`config.mk`:
```
export PLATFORM = sky130hd
export DESIGN_NAME = acclt_ctrl
export DESIGN_NICKNAME = d
export VERILOG_FILES = /design/src/rtl/acclt_pkg.sv /design/src/rtl/acclt_ctrl.sv
export SDC_FILE = /design/constraint.sdc
export NUM_CORES = 1
export LEC_CHECK = 0
export ABC_CLOCK_PERIOD_IN_PS = 4450
export BUFFER_PORTS_ARGS = -buffer_cell sky130_fd_sc_hd__clkbuf_2
export CORE_ASPECT_RATIO = 0.7
export CORE_MARGIN = 3
export CORE_UTILIZATION = 25
export DETAILED_ROUTE_END_ITERATION = 7
export HOLD_SLACK_MARGIN = 0.15
export SYNTH_ARGS = -nofsm -noshare
export SYNTH_HDL_FRONTEND = slang
export SYNTH_SLANG_ARGS = --single-unit
```
`constraint.sdc`:
```
create_clock -name clk -period 4.45 [get_ports clk]
set_input_delay 0.445 -clock clk [delete_from_list [all_inputs] [get_ports clk]]
set_output_delay 0.445 -clock clk [all_outputs]
set_load 0.005 [all_outputs]
```
`src/rtl/acclt_pkg.sv`:
```
// Shared types and constants for the accelerometer low-pass tilt-angle unit.
// No dependencies.
package acclt_pkg;

  localparam int ALPHA_W      = 16;
  localparam logic [ALPHA_W-1:0] ALPHA_RESET = 16'd49709;
  localparam int CORDIC_STEPS = 23;
  localparam int STEP_W       = 5;
  localparam int Z_W          = 25;
  localparam int ANGLE_W      = 16;
  localparam logic signed [16:0] INV_GAIN_Q16 = 17'sd39797;
  localparam logic signed [ANGLE_W-1:0] ANGLE_LIMIT = 16'sd23040;

  // register index codes
  localparam logic REG_ALPHA = 1'b0;

  // atan(2^-i) in 2^-16 degree
  localparam logic [21:0] ATAN_TAB [CORDIC_STEPS] = '{
    22'd2949120, 22'd1740967, 22'd919879, 22'd466945, 22'd234379, 22'd117304,
    22'd58666, 22'd29335, 22'd14668, 22'd7334, 22'd3667, 22'd1833, 22'd917,
    22'd458, 22'd229, 22'd115, 22'd57, 22'd29, 22'd14, 22'd7, 22'd4, 22'd2, 22'd1
  };

  typedef enum logic [3:0] {
    ST_IDLE, ST_FMUL, ST_FUPD, ST_MINIT, ST_MAG, ST_GMUL, ST_AINIT, ST_ANG, ST_OUT
  } state_t;

  typedef struct packed {
    logic              load_in;
    logic              fmul;
    logic              fupd;
    logic              minit;
    logic              mstep;
    logic              gmul;
    logic              ainit;
    logic              astep;
    logic              oload;
    logic [STEP_W-1:0] step;
  } cmd_t;

endpackage

```
`src/rtl/acclt_ctrl.sv`:
```
// Sequencer for the tilt-angle unit: steps the datapath through filter and CORDIC.
// Depends on acclt_pkg.
module acclt_ctrl (
  input  logic              clk,
  input  logic              rst_n,
  input  logic              in_valid,
  output logic              in_ready,
  output logic              out_valid,
  input  logic              out_ready,
  output acclt_pkg::cmd_t   cmd
);

  acclt_pkg::state_t state_r, state_nxt;
  logic [acclt_pkg::STEP_W-1:0] cnt_r, cnt_nxt;
  logic out_valid_r, out_valid_nxt;

  localparam logic [acclt_pkg::STEP_W-1:0] LAST_STEP =
    acclt_pkg::STEP_W'(acclt_pkg::CORDIC_STEPS - 1);

  always_ff @(posedge clk) begin
    if (!rst_n) begin
      state_r     <= acclt_pkg::ST_IDLE;
      cnt_r       <= '0;
      out_valid_r <= 1'b0;
    end else begin
      state_r     <= state_nxt;
      cnt_r       <= cnt_nxt;
      out_valid_r <= out_valid_nxt;
    end
  end

  always_comb begin
    state_nxt = state_r;
    cnt_nxt   = cnt_r;
    cmd       = '0;
    cmd.step  = cnt_r;
    in_ready  = 1'b0;
    unique case (state_r)
      acclt_pkg::ST_IDLE: begin
        in_ready    = 1'b1;
        cmd.load_in = in_valid;
        if (in_valid) state_nxt = acclt_pkg::ST_FMUL;
      end
      acclt_pkg::ST_FMUL: begin
        cmd.fmul  = 1'b1;
        state_nxt = acclt_pkg::ST_FUPD;
      end
      acclt_pkg::ST_FUPD: begin
        cmd.fupd  = 1'b1;
        state_nxt = acclt_pkg::ST_MINIT;
      end
      acclt_pkg::ST_MINIT: begin
        cmd.minit = 1'b1;
        cnt_nxt   = '0;
        state_nxt = acclt_pkg::ST_MAG;
      end
      acclt_pkg::ST_MAG: begin
        cmd.mstep = 1'b1;
        cnt_nxt   = cnt_r + 1'b1;
        if (cnt_r == LAST_STEP) begin
          cnt_nxt   = '0;
          state_nxt = acclt_pkg::ST_GMUL;
        end
      end
      acclt_pkg::ST_GMUL: begin
        cmd.gmul  = 1'b1;
        state_nxt = acclt_pkg::ST_AINIT;
      end
      acclt_pkg::ST_AINIT: begin
        cmd.ainit = 1'b1;
        cnt_nxt   = '0;
        state_nxt = acclt_pkg::ST_ANG;
      end
      acclt_pkg::ST_ANG: begin
        cmd.astep = 1'b1;
        cnt_nxt   = cnt_r + 1'b1;
        if (cnt_r == LAST_STEP) begin
          cnt_nxt   = '0;
          state_nxt = acclt_pkg::ST_OUT;
        end
      end
      acclt_pkg::ST_OUT: begin
        // wait for the output register to drain
        if (!out_valid_r || out_ready) begin
          cmd.oload = 1'b1;
          state_nxt = acclt_pkg::ST_IDLE;
        end
      end
      default: state_nxt = acclt_pkg::ST_IDLE;
    endcase
  end

  always_comb begin
    out_valid_nxt = out_valid_r;
    if (cmd.oload)     out_valid_nxt = 1'b1;
    else if (out_ready) out_valid_nxt = 1'b0;
  end

  assign out_valid = out_valid_r;

endmodule

```
Yosys cells after proc, flatten, opt, wreduce, memory -nomap -nowiden:

Cells that the tools add are included.
W data, S select, Z words.

* input port bits: 4
* RAM bits: 0
* bits in latches: 0
* memories kept: 0
* flip-flop bits (word level): 10
* word-level logic and storage cells: 45
* output and inout port bits: 16
* bits in read-only memories: 0

* div/mod/pow operators: 0
* $add $sub $neg: 1
* muxes and demuxes: 20
* bitwise logic cells: 0
* order comparisons: 0
* shift operators: 0
* $mul: 0
* reductions and logical operators: 8
* eq/ne operators: 13

Operator list (number)
* $pmux W4 S9: 1
* $eq A4 B3 Y1 const B: 4
* $mux W4: 4
* $mux W1: 13
* $pmux W5 S2: 1
* $eq A4 B2 Y1 const B: 2
* $ne A2 B2 Y1 const B: 4
* $add A5 B1 Y5 const B: 1
* $eq A5 B5 Y1 const B: 1
* $mux W5: 1
* $eq A4 B1 Y1 const B: 1
* $eq A4 B4 Y1 const B: 1
* $logic_not A4 Y1: 1
* $reduce_and A4 Y1: 1
* $reduce_bool A2 Y1: 2
* $reduce_or A2 Y1: 2
* $logic_not A1 Y1: 1
* $logic_or A1 B1 Y1: 1

Longest topological paths before layout:

Gate-level depths: netlist of the first run.

* depth after elaboration: 5
* gate-level depth with buffers: 6

Worst setup path after synthesis of the first run:

Ideal clock, no wire load.

* kind: reg-to-output
* start point: register state_r[0]
* end point: output port cmd[5] (netlist name)
* required time: 4.005 ns
* setup slack: 2.895 ns
* path buffers: 2
* cell stages (with the launch flop): 5
* arrival: 1.110 ns
* path through: dfxtp_1 -> buf_4 -> nor4b_1 -> nor2b_1 -> buf_4

RTL lines
* from (decl): line acclt_ctrl.sv:13 `acclt_pkg::state_t state_r, state_nxt;`
* from (signal assigned): line acclt_ctrl.sv:22 `state_r <= acclt_pkg::ST_IDLE;`
* from (signal assigned): line acclt_ctrl.sv:26 `state_r <= state_nxt;`
* to (decl): line acclt_ctrl.sv:10 `output acclt_pkg::cmd_t cmd`

==> results of run 1 <==
[critical path, cell delays in order (launching register included)]
cell and delay (ps):
dfxtp_1 440, nor4b_1 470, nor2b_1 190, clkbuf_2 120
[flip-flops by register name, summed over array words and instances, names as in the netlist]
signal / cells
cnt_r: 5
out_valid: 1
state_r: 4
[synthesized netlist by cell type (all sizes together)]
cell and n:
o211a 1, o311ai 1, clkbuf 1, ha 2, nand3 5, inv 2
a21boi 1, nand4b 1, o21ai 1, nor4b 1, nand2b 4, or3 1
nand2 3, nor2b 5, a21oi 2, buf 5, or2b 1, xnor2 1
nor3 8, nor2 4, and2 3, and3 3, o21a 3, o31a 1
dfxtp 10, nor4 1, o22ai 1, o31ai 1, a31o 1, o211ai 1
[final timing paths]
kind                      startpoint                      end
max          state_r[0]$_SDFFE_PN0P_                   cmd[5]
min                            rst_n    cnt_r[4]$_SDFFE_PN0P_
max reg2reg    cnt_r[0]$_SDFFE_PN0P_  state_r[1]$_SDFFE_PN0P_
min reg2reg    cnt_r[0]$_SDFFE_PN0P_    cnt_r[0]$_SDFFE_PN0P_
[power groups by stage]
stage               logic [mW]  registers (mW)  clock network, mW
global route             0.137           0.138             0.0889
CTS                      0.124           0.134             0.0834
global placement         0.123           0.135                  0
floorplan                0.118           0.111                  0
detailed placement       0.122           0.136                  0
finish                   0.123           0.135             0.0805
[per-layer routing]
| metal | part of all wire, % | vias to the layer above | track usage, % |
|---|---|---|---|
| li1 | - | 305 | - |
| met1 | 48 | 278 | 12.9 |
| met2 | 46 | 15 | 13.9 |
| met3 | 3.0 | 4 | 2.11 |
| met4 | 2.0 | 0 | 6.20 |
| met5 | 0 | - | 0 |
[cells by family (layout without fill, tap and decap cells)]
| family | count (synthesis) | in the layout |
|---|---|---|
| simple gates | 40 | 40 |
| buf+inv | 8 | 25 |
| fa+ha+maj | 2 | 2 |
| xor+xnor | 1 | 1 |
| flops | 10 | 10 |
| compound gates | 14 | 14 |
[area by class of cell]
type	instances	area, sq um	area share (%)
inverter	2	7.51	0.993
multi-input combinational	57	377	49.8
sequential	10	200	26.5
timing repair buffer	19	95.1	12.6
clock buffer	4	36.3	4.80
tap	32	40.0	5.30
[per-stage QoR]
step	worst slack [ps]	total power [mW]	hold slack [ps]	instance area [sq um]
5_1_grt	2390	0.363	511	756
3_3_place_gp	2830	0.259	566	719
4_1_cts	2510	0.342	508	756
3_5_place_dp	2810	0.258	570	719
6_report	2530	0.339	522	756
2_1_floorplan	2890	0.230	556	626
[placed cells by master (no fill, tap or decap)]
cell | synthesis | final
nor3_1 | 8 | 8
a21oi_1 | 2 | 2
nor4b_1 | 1 | 1
o22ai_1 | 1 | 1
a21boi_0 | 1 | 1
nor4_1 | 1 | 1
inv_1 | 2 | 2
clkbuf_4 | 0 | 3
clkbuf_2 | 1 | 19
o31ai_2 | 1 | 1
nor2_1 | 4 | 4
and2_1 | 3 | 3
xnor2_2 | 1 | 1
o21ai_0 | 1 | 1
o211a_1 | 1 | 1
dfxtp_1 | 10 | 10
and3_1 | 2 | 2
nand4b_1 | 1 | 1
a31o_2 | 1 | 1
and3_4 | 1 | 1
o31a_1 | 1 | 1
nand3_1 | 5 | 5
clkbuf_8 | 0 | 1
o21a_1 | 3 | 3
or3_1 | 1 | 1
o311ai_1 | 1 | 1
nand2_1 | 3 | 3
or2b_1 | 1 | 1
ha_1 | 2 | 2
o211ai_1 | 1 | 1
nor2b_1 | 5 | 5
nand2b_1 | 4 | 4
==> results.env, run 1 <==
SLEW_HEADROOM_PCT=69.7
TOTAL_LEAKAGE_POWER_nW=0.329
TIMING.FINAL.CRIT_SHARE_PCT=43.1
P_SW_SHARE_PCT=38.0
CTS.REPAIR.RESIZED=0
START_KIND='flop'
CLOCK_SINKS=10
CRITICAL_PATH_CLASS='flop to output port'
CTS_SETUP_BUFFERS=0
TIMING.FINAL.MAX_SLEW_VIOLATIONS=0
RUN_STATUS='finished, final reports clean'
OVERFLOW=0
TNS_PS=0
DESIGN.FINAL.NETS=99
CLOCK_INSERTION_DELAY_WORST_SKEW_PS=260
IRDROPWORSTVDD_uV=258
FINAL_CELL_COUNT_NO_FILL=124
CLOCK_PATH_BUFFERS=2
GLOBAL_ROUTE_WIRE_LENGTH_BEFORE_REPAIR_UM=2240
FILLERS=245
TIMING_WORST_SLEW_PIN_VALUE_PS=454
PORT_BUFFERS=19
CTS_ROOT_BUFFER='clkbuf_4'
SYNTHESIS.INSTANCES=75
SYNTH_LARGEST_TYPE_AREA_FRACTION_PCT=32.0
VIAS_PER_CELL=4.85
SETUP.WORST_PATH.END_CLASS='output port'
DP_CELLS=120
POST_SYNTHESIS_SEQUENTIAL_AREA_RATIO_PCT=32.0
XOR_XNOR_PORTION_OF_THE_SYNTHESIZED_CELL_AREA_PCT=2.60
FINALWEIGHTEDCONGESTION=0.853
H-TREE-DEPTH=1
DRC=0
NUM_ANTENNA_CELLS=0
STANDARD_CELL_ROWS=14
ROUTEDWLPERCELL_UM=11.5
GRT_PASS1_VIAS=499
PART_OF_THE_TOTAL_POWER_DISSIPATED_IN_SEQUENTIAL_ELEMENTS_PCT=39.9
FIRSTDRTPASSITERS=4
SYNTH_SIMPLE_GATE_AREA_SHARE_PCT=36.4
REG2REGPATHDEPTH=6
WORST-ENDPOINT-REQUIRED_PS=4010
FP.COREAREA_SQ_UM=2260
FIN_WORST_SKEW_PS=3.35
SYNTHESIS.YOSYS.WARNINGS=0
WORST_MIN_PATH_CLASS='input pin to flop'
FINAL_UTIL_PCT=33.4
FLOW.AREA_GROWTH_FROM_SYNTHESIS_PCT=20.8
NUMCTSBUFFERS=3
SYNTH_COMPOUND_AREA_SHARE_PCT=17.2
ANTENNA_VIOLATING_NETS_POST_ROUTE=0
TOP_LEVEL_PORTS=20
SYN_NETS=81
CTS_HOLD_REPAIR.BUFFERS=0
PWR-SHARE-COMB_PCT=36.3
SYNTH_TOP_FAMILY_BY_AREA='simple AND/OR/NAND/NOR gates'
GRT.TOTAL_USAGE_PCT=9.56
WORST-ENDPOINT-ARRIVAL_PS=1470
SYNTH-ADDER-AREA-SHARE_PCT=4.00
CRITICAL_PATH_MAXIMUM_FANOUT=11
MAX-CAP-VIOLATIONS=0
SWITCHING_POWER_uW=129
INITIAL_ANTENNA_VIOLATION_COUNT=0
PERIOD_MINUS_SLACK_PS=1920
DRT-INITIAL-DRC-COUNT=17
HPWLAFTERDP_UM=1070
RSZ0062_AT_GRT='no'
PATH_CLK_SLEW_PS=70
SYNTH_AREA_LEADERS='dfxtp_1 (32%), nor3_1 (6.4%), nor2b_1 (5.0%), ha_1 (4.0%), nand2b_1 (4.0%)'
SETUP_VIOL_COUNT_FINAL=0
START_UTIL_PCT=27.7
MIN_PATH_CELLS=2
GRT_START_MAX_NET_PINS=12
VIAS=602
SYN-CELL-AREA_SQ_UM=626
SETUP.REG_TO_REG.WORST_SLACK_PS=2780
DRIVE_GT1_SHARE_PCT=29.3
DIE_AREA_SQ_UM=3150
FLOORPLAN.DIE.HEIGHT_UM=47.9
LARGEST_AREA_CONTRIBUTOR_IN_THE_NETLIST='dfxtp_1'
POWERDENSITY_nW_PER_UM2=448
FLOORPLAN.DIE.WIDTH_UM=65.8
INTERNAL_POWER_uW=210
FMAX_MHz=521
TIMING.FINAL.HOLD_VIOLATIONS=0
FINAL_ROUTED_WIRELENGTH_ACROSS_ALL_METAL_LAYERS_UM=1430
SYN-MEAN-INSTANCE-AREA_SQ_UM=8.34
CTS_TREE='yes'
TOTAL_OF_FLIP_FLOPS_PLUS_LATCHES_AFTER_SYNTHESIS=10
SYNTH.MUX.AREA_FRACTION_PCT=0
YOSYSUNIQUECELLTYPES=33
CLOCKPOWERSHARE_PCT=23.8
(Power assumes the default switching activity.)
==> run 2, diff against run 1 <==
Settings changed: ABC_CLOCK_PERIOD_IN_PS 4450 to 1900.
Clock period 4.45 ns to 1.9 ns, I/O delays scaled along.
==> run 2 against run 1 <==
Critical endpoint is now state_r[1]$_SDFFE_PN0P_. Via count down 2.2%. First-iteration DRC count stayed put. Final area unchanged. Core utilization stayed put. Sequential share of layout area stayed put. Die area unchanged. Register-to-register slack got worse by 2600 ps. Sequential power is 140% higher. Clock skew grew 1.7 ps. Worst setup slack got worse by 2300 ps. Flip-flop and latch count unchanged. Cell count did not move. Highest routed layer unchanged.
==> results.env, run 2 (same netlist as run 1, synthesis figures left out) <==
START_UTIL_PCT=27.7  # unchanged
DRT-INITIAL-DRC-COUNT=17  # unchanged
DRC=0  # unchanged
POWERDENSITY_nW_PER_UM2=1060  # was 448 nW/um^2
TIMING.FINAL.CRIT_SHARE_PCT=89.5
ROUTEDWLPERCELL_UM=12.3  # was 11.5 um
MOSTFREQUENTLAYOUTCELLS='clkbuf_2 (19), dfxtp_1 (10), nor3_1 (8), nor2b_1 (5), nand3_1 (5)'  # unchanged
WORST-ENDPOINT-ARRIVAL_PS=1840  # was 1470 ps
CPPEAKSTAGEDELAY_PS=380  # was 470 ps
FIN_WORST_SKEW_PS=5.06  # was 3.35 ps
FLOW.AREA_GROWTH_FROM_SYNTHESIS_PCT=20.8  # unchanged
CRITICAL_PATH_CLASS='flop to flop'  # was flop to output port
STANDARD_CELL_ROWS=14  # unchanged
INITIAL_ANTENNA_VIOLATION_COUNT=0  # unchanged
DETAILED_PLACE.AREA_SQ_UM=719  # unchanged
FLOORPLAN.DIE.WIDTH_UM=65.8  # unchanged
VIAS=589  # was 602
IRDROPWORSTVDD_uV=558  # was 258 uV
DIE_AREA_SQ_UM=3150  # unchanged
HOLD_WS_PS=262  # was 522 ps
MAX-CAP-VIOLATIONS=0  # unchanged
CTS_ROOT_BUFFER='clkbuf_4'  # unchanged
FIRSTDRTPASSITERS=4  # unchanged
NUMCTSBUFFERS=3  # unchanged
TIMING.FINAL.HOLD_VIOLATIONS=0  # unchanged
H-TREE-DEPTH=1  # unchanged
CTS_SETUP_BUFFERS=0  # unchanged
OVERFLOW=0  # unchanged
VIAS_PER_CELL=4.75  # was 4.85
RUN_STATUS='finished, final reports clean'  # unchanged
PATH_CLK_SLEW_PS=70  # about the same
DRIVE_GT1_SHARE_PCT=29.3  # unchanged
CLOCK_PATH_BUFFERS=2  # unchanged
WORST_MIN_PATH_CLASS='input pin to flop'  # unchanged
WORST-PATH-BUF-INV=1  # unchanged
CTS.REPAIR.RESIZED=0  # unchanged
SETUP.WORST_PATH.END_CLASS='flop'  # was output port
START_KIND='flop'  # unchanged
SLEW_HEADROOM_PCT=71.0  # was 69.7%
DP_CELLS=120  # unchanged
FINAL_CELL_COUNT_NO_FILL=124  # unchanged
GRT_PASS1_VIAS=498  # was 499
GLOBAL_ROUTE_WIRE_LENGTH_BEFORE_REPAIR_UM=2330  # was 2240 um
FINALWEIGHTEDCONGESTION=0.743  # was 0.853
GRT_START_MAX_NET_PINS=12  # unchanged
TOP_LEVEL_PORTS=20  # unchanged
NUM_ANTENNA_CELLS=0  # unchanged
CLOCK_INSERTION_DELAY_WORST_SKEW_PS=270  # was 260 ps
CRIT_CHAIN='inv_1 -> ha_1 -> nand4b_1 -> and3_4 -> o311ai_1 -> o21ai_0'  # was nor4b_1 -> nor2b_1 -> clkbuf_2
FLOORPLAN.DIE.HEIGHT_UM=47.9  # unchanged
LARGEST_REGISTER_FFS=5  # unchanged
FINAL_ROUTED_WIRELENGTH_ACROSS_ALL_METAL_LAYERS_UM=1530  # was 1430 um
CLOCK_SINKS=10  # unchanged
LARGEST-REGISTER='cnt_r'  # unchanged
CRITICAL_PATH.SLOWEST_CELL='dfxtp_1'  # was nor4b_1
PERIOD_MINUS_SLACK_PS=1700
LAYOUT_COMMONEST_CELL='clkbuf_2'  # unchanged
CRITICAL-PATH-TOP-DELAY-FAMILY='compound AO/OA/AOI/OAI gates'  # was simple AND/OR/NAND/NOR gates
TIMING_WORST_SLEW_PIN_VALUE_PS=429  # was 454 ps
TNS_PS=0  # unchanged
GRT.TOTAL_USAGE_PCT=10.1  # was 9.56%
WORST-ENDPOINT-REQUIRED_PS=2040  # was 4010 ps
TOTAL_LEAKAGE_POWER_nW=0.329  # unchanged
FMAX_MHz=588
DESIGN.FINAL.NETS=99  # unchanged
FP.COREAREA_SQ_UM=2260  # unchanged
FILLERS=252  # was 245
PORT_BUFFERS=19  # unchanged
TIMING.FINAL.MAX_SLEW_VIOLATIONS=0  # unchanged
RSZ0062_AT_GRT='no'  # unchanged
ANTENNA_VIOLATING_NETS_POST_ROUTE=0  # unchanged
HPWLAFTERDP_UM=1120  # was 1070 um
SETUP_VIOL_COUNT_FINAL=0  # unchanged
CTS_HOLD_REPAIR.BUFFERS=0  # unchanged
CRITICAL_PATH_MAXIMUM_FANOUT=6  # was 11
POST_ROUTE_DESIGN_AREA_SQ_UM=756  # unchanged
CTS_TREE='yes'  # unchanged
[run 2: path summary, 6_finish.rpt]
check / start / to / slack (ps) / cells past startpoint
max reg2reg: cnt_r[0]$_SDFFE_PN0P_ / state_r[1]$_SDFFE_PN0P_ / 200 / 6
max: cnt_r[0]$_SDFFE_PN0P_ / state_r[1]$_SDFFE_PN0P_ / 200 / 6
min reg2reg: cnt_r[2]$_SDFFE_PN0P_ / cnt_r[2]$_SDFFE_PN0P_ / 620 / 2
min: out_ready / out_valid$_SDFFE_PN0P_ / 260 / 3
[run 2: stage by stage]
stage	total power [mW]	utilization (%)	setup WS (ps)
after detailed placement	0.606	31.8	228
after global routing	0.843	33.4	84.3
final	0.798	33.4	199
after global placement	0.592	31.8	265
after floorplan	0.538	-	417
after CTS	0.802	33.4	202
[run 2: worst min-delay path, cell delays in order]
cell and delay [ps]:
clkbuf_2 70, nor2b_1 50, o21a_1 170
[run 2: metal layers]
layer	wire (um)	vias to the layer above	track usage [%]	part of all wire, %
li1	-	300	-	-
met1	728	264	13.0	48
met2	681	23	14.5	45
met3	97	2	4.23	6.3
met4	21	0	4.96	1.4
met5	0	-	0	0
[run 2: power by group]
part	switching (mW)	internal, mW	leakage (nW)
clock network	0.0778	0.117	0.0210
logic	0.148	0.137	0.227
registers	0.0806	0.238	0.0812
total	0.306	0.492	0.329
[run 2: final cells by class]
cell class                 count  area [sq um]  share of cell area (%)
multi-input combinational     57           377                    49.8
sequential                    10           200                    26.5
timing repair buffer          19          95.1                    12.6
tap                           32          40.0                    5.30
clock buffer                   4          36.3                    4.80
inverter                       2          7.51                   0.993
==> run 3, diff against run 2 <==
Settings changed: ABC_AREA set to 1.
==> run 3 against run 2 <==
Sequential power decreased by 10%. Wire length decreased by 12%. Worst setup slack gained 240 ps. Power grew 5.6%. Worst hold slack lost 57 ps. Count of clock-buffer cells in the layout did not move. First-iteration DRC count grew 88%. Sequential share of layout area shrank 1.1 points. Via count is 4.9% higher. Core utilization increased by 1.5 points. Register-to-register slack improved by 340 ps. Critical endpoint is now cmd[5].
==> results.env, run 3 <==
RUN_STATUS='finished, final reports clean'  # unchanged
WORST-ENDPOINT-ARRIVAL_PS=1270  # was 1840 ps
DP_CELLS=146  # was 120
SYNTH_AREA_LEADERS='dfxtp_1 (32%), nand2_1 (9.6%), inv_1 (9.0%), nor2_1 (9.0%), nand2_2 (6.0%)'  # was dfxtp_1 (32%), nor3_1 (6.4%), nor2b_1 (5.0%), ha_1 (4.0%), nand2b_1 (4.0%)
SYNTH_TOP_FAMILY_BY_AREA='simple AND/OR/NAND/NOR gates'  # unchanged
GRT_START_MAX_NET_PINS=8  # was 12
SYNTHESIS.YOSYS.WARNINGS=0  # unchanged
TOP_LEVEL_PORTS=20  # unchanged
INITIAL_ANTENNA_VIOLATION_COUNT=0  # unchanged
MIN_PATH_CELLS=3  # unchanged
TOTAL_LEAKAGE_POWER_nW=0.397  # was 0.329 nW
CRITICAL_PATH_MAXIMUM_FANOUT=6  # unchanged
CRITICAL_PATH_CLASS='flop to output port'  # was flop to flop
DIE_AREA_SQ_UM=3150  # unchanged
TIMING.FINAL.MAX_SLEW_VIOLATIONS=0  # unchanged
OVERFLOW=0  # unchanged
NUMCTSBUFFERS=3  # unchanged
SYNTH_ASYNC_SR_FLOP_SHARE_PCT=0  # unchanged
FP.COREAREA_SQ_UM=2260  # unchanged
CTS_ROOT_BUFFER='clkbuf_4'  # unchanged
START_UTIL_PCT=27.7  # unchanged
IRDROPWORSTVDD_uV=225  # was 558 uV
START_KIND='flop'  # unchanged
WORSTREG2REGSTART='cnt_r[0]$_SDFFE_PN0P_'  # unchanged
XOR_XNOR_PORTION_OF_THE_SYNTHESIZED_CELL_AREA_PCT=2.80  # was 2.60%
CPPEAKSTAGEDELAY_PS=330  # was 380 ps
WORST-ENDPOINT-REQUIRED_PS=1710  # was 2040 ps
LARGEST_AREA_CONTRIBUTOR_IN_THE_NETLIST='dfxtp_1'  # unchanged
PWR-SHARE-COMB_PCT=43.5  # was 35.7%
VIAS=618  # was 589
LARGEST-REGISTER='cnt_r'  # unchanged
RSZ0062_AT_GRT='no'  # unchanged
ANTENNA_VIOLATING_NETS_POST_ROUTE=0  # unchanged
SYNTH_COMPOUND_AREA_SHARE_PCT=10.2  # was 17.2%
FLOORPLAN.DIE.WIDTH_UM=65.8  # unchanged
SETUP_VIOL_COUNT_FINAL=0  # unchanged
FILLERS=240  # was 252
DRIVE_GT1_SHARE_PCT=30.5  # was 29.3%
FINAL_UTIL_PCT=34.9  # was 33.4%
PORT_BUFFERS=19  # unchanged
CRITICAL_PATH.SLOWEST_CELL='dfxtp_1'  # unchanged
FIRSTDRTPASSITERS=4  # unchanged
STANDARD_CELL_ROWS=14  # unchanged
YOSYSUNIQUECELLTYPES=20  # was 33
DP_WORST_SETUP_SLACK_PS=557  # was 228 ps
DRC=0  # unchanged
TIMING.FINAL.HOLD_VIOLATIONS=0  # unchanged
CLOCKPOWERSHARE_PCT=22.5  # was 24.3%
FINAL_ROUTED_WIRELENGTH_ACROSS_ALL_METAL_LAYERS_UM=1350  # was 1530 um
CRIT_CHAIN='inv_1 -> nand2_2 -> nor4_2 -> clkbuf_2'  # was inv_1 -> ha_1 -> nand4b_1 -> and3_4 -> o311ai_1 -> o21ai_0
CLOCK_PATH_BUFFERS=2  # unchanged
SYN-MEAN-INSTANCE-AREA_SQ_UM=6.52  # was 8.34 sq um
POWER_uW=843  # was 798 uW
SYNTH_SIMPLE_GATE_AREA_SHARE_PCT=37.8  # was 36.4%
GRT_PASS1_VIAS=503  # was 498
SYNTH-ADDER-AREA-SHARE_PCT=4.00  # unchanged
DESIGN.FINAL.NETS=125  # was 99
SWITCHING_POWER_uW=344  # was 306 uW
SYNTHMOSTINSTANTIATEDCELL='nand2_1'  # was dfxtp_1
FINALWEIGHTEDCONGESTION=0.725  # was 0.743
TIMING.HOLD.WORST_ENDPOINT='state_r[2]$_SDFFE_PN0P_'  # was out_valid$_SDFFE_PN0P_
PART_OF_THE_TOTAL_POWER_DISSIPATED_IN_SEQUENTIAL_ELEMENTS_PCT=34.0  # was 39.9%
HOLD_WS_PS=206  # was 262 ps
LARGEST_REGISTER_FFS=5  # unchanged
TIMING.HOLD.WORST.START='rst_n'  # was out_ready
DRT-INITIAL-DRC-COUNT=32  # was 17
SYN-CELL-AREA_SQ_UM=626  # unchanged
DETAILED_PLACE.AREA_SQ_UM=753  # was 719 sq um
VIAS_PER_CELL=4.12  # was 4.75
NUM_ANTENNA_CELLS=0  # unchanged
FMAX_MHz=685  # was 588 MHz
SLEW_HEADROOM_PCT=83.0  # was 71.0%
CTS_HOLD_REPAIR.BUFFERS=0  # unchanged
WORST-PATH-BUF-INV=2  # was 1
H-TREE-DEPTH=1  # unchanged
POWERDENSITY_nW_PER_UM2=1070  # was 1060 nW/um^2
SYNTH_LARGEST_TYPE_AREA_FRACTION_PCT=32.0  # unchanged
CLOCK_INSERTION_DELAY_WORST_SKEW_PS=270  # about the same
FIN_WORST_SKEW_PS=0.645  # was 5.06 ps
TIMING_WORST_SLEW_PIN_VALUE_PS=254  # was 429 ps
REG2REGPATHDEPTH=8  # was 6
SYNTH-EDFF-COUNT=0  # unchanged
CTS_SETUP_BUFFERS=0  # unchanged
FLOW.AREA_GROWTH_FROM_SYNTHESIS_PCT=26.2  # was 20.8%
MAX-CAP-VIOLATIONS=0  # unchanged
FINAL_CELL_COUNT_NO_FILL=150  # was 124
FLOORPLAN.DIE.HEIGHT_UM=47.9  # unchanged
COMMONEST_CELLS_IN_THE_SYNTHESIZED_NETLIST='nand2_1 (16), inv_1 (15), nor2_1 (15), dfxtp_1 (10)'  # was dfxtp_1 (10), nor3_1 (8), nand3_1 (5), nor2b_1 (5)
MOSTFREQUENTLAYOUTCELLS='clkbuf_2 (19), nand2_1 (16), inv_1 (15), nor2_1 (15), dfxtp_1 (10)'  # was clkbuf_2 (19), dfxtp_1 (10), nor3_1 (8), nor2b_1 (5), nand3_1 (5)
SYNTHFLOPTYPE='dfxtp_1'  # unchanged
CTS_TREE='yes'  # unchanged
PATH_CLK_SLEW_PS=60  # was 70 ps
WORST_MIN_PATH_CLASS='input pin to flop'  # unchanged
PERIOD_MINUS_SLACK_PS=1460  # was 1700 ps
R2R_END='cnt_r[1]$_SDFFE_PN0P_'  # was state_r[1]$_SDFFE_PN0P_
POST_SYNTHESIS_SEQUENTIAL_AREA_RATIO_PCT=32.0  # unchanged
WORST_SLACK_PS=441  # was 199 ps
LAYOUT_COMMONEST_CELL='clkbuf_2'  # unchanged
GLOBAL_ROUTE_WIRE_LENGTH_BEFORE_REPAIR_UM=2190  # was 2330 um
ROUTEDWLPERCELL_UM=9.00  # was 12.3 um
SYNTHESIS.INSTANCES=96  # was 75
POST_ROUTE_DESIGN_AREA_SQ_UM=790  # was 756 sq um
SETUP.WORST_PATH.END_CLASS='output port'  # was flop
CRITICAL-PATH-TOP-DELAY-FAMILY='simple AND/OR/NAND/NOR gates'  # was compound AO/OA/AOI/OAI gates
TNS_PS=0  # unchanged
TOTAL_OF_FLIP_FLOPS_PLUS_LATCHES_AFTER_SYNTHESIS=10  # unchanged
SETUP.REG_TO_REG.WORST_SLACK_PS=540  # was 200 ps
P_SW_SHARE_PCT=40.8  # was 38.4%
TIMING.FINAL.CRIT_SHARE_PCT=76.8  # was 89.5%
INTERNAL_POWER_uW=499  # was 492 uW
SYN_NETS=102  # was 81
HPWLAFTERDP_UM=1110  # was 1120 um
CLOCK_SINKS=10  # unchanged
GRT.TOTAL_USAGE_PCT=9.35  # was 10.1%
SYNTH.MUX.AREA_FRACTION_PCT=0  # unchanged
CTS.REPAIR.RESIZED=0  # unchanged
-- run 3: layout make-up --
cell class / instances / area (sq um) / share of cell area (%)
Clock buffer: 4 / 36.3 / 4.60
Inverter: 20 / 75.1 / 9.51
Multi-Input combinational cell: 65 / 343 / 43.4
Sequential cell: 10 / 200 / 25.4
Tap cell: 32 / 40.0 / 5.07
Timing Repair Buffer: 19 / 95.1 / 12.0
-- run 3: kinds of logic after synthesis --
kind of cell,after synthesis
buf+inv,21
simple gates,49
compound gates,12
xor+xnor,2
flops,10
fa+ha+maj,2
-- run 3: routing by layer --
metal | GRT usage [%] | wire [um]
met1 | 11.7 | 685
met2 | 13.9 | 579
met3 | 5.16 | 77
met4 | 2.48 | 7
met5 | 0 | 0
-- run 3: worst max path at each step --
stage	from	depth (start not counted)	slack, ps	endpoint
floorplan	cnt_r[0]$_SDFFE_PN0P_	8	610	cnt_r[1]$_SDFFE_PN0P_
global placement	cnt_r[0]$_SDFFE_PN0P_	8	590	cnt_r[1]$_SDFFE_PN0P_
finish	state_r[1]$_SDFFE_PN0P_	4	440	cmd[5]
detailed placement	cnt_r[0]$_SDFFE_PN0P_	8	560	cnt_r[1]$_SDFFE_PN0P_
CTS	state_r[1]$_SDFFE_PN0P_	4	430	cmd[5]
global route	state_r[1]$_SDFFE_PN0P_	4	360	cmd[5]
-- run 3: worst register-to-register path, cell delays in order, from the launching register on --
cell and delay (ps):
dfxtp_1 370, inv_1 90, ha_1 190, inv_1 50
nor2_1 30, nand2_1 110, nand3_4 120, or2_1 240
a21oi_2 110
-- run 3: power groups by stage --
stage / sequential, mW / clock [mW] / combinational [mW]
detailed placement: 0.290 / 0 / 0.368
global placement: 0.290 / 0 / 0.369
global route: 0.291 / 0.211 / 0.417
floorplan: 0.282 / 0 / 0.270
CTS: 0.286 / 0.197 / 0.369
finish: 0.287 / 0.190 / 0.367
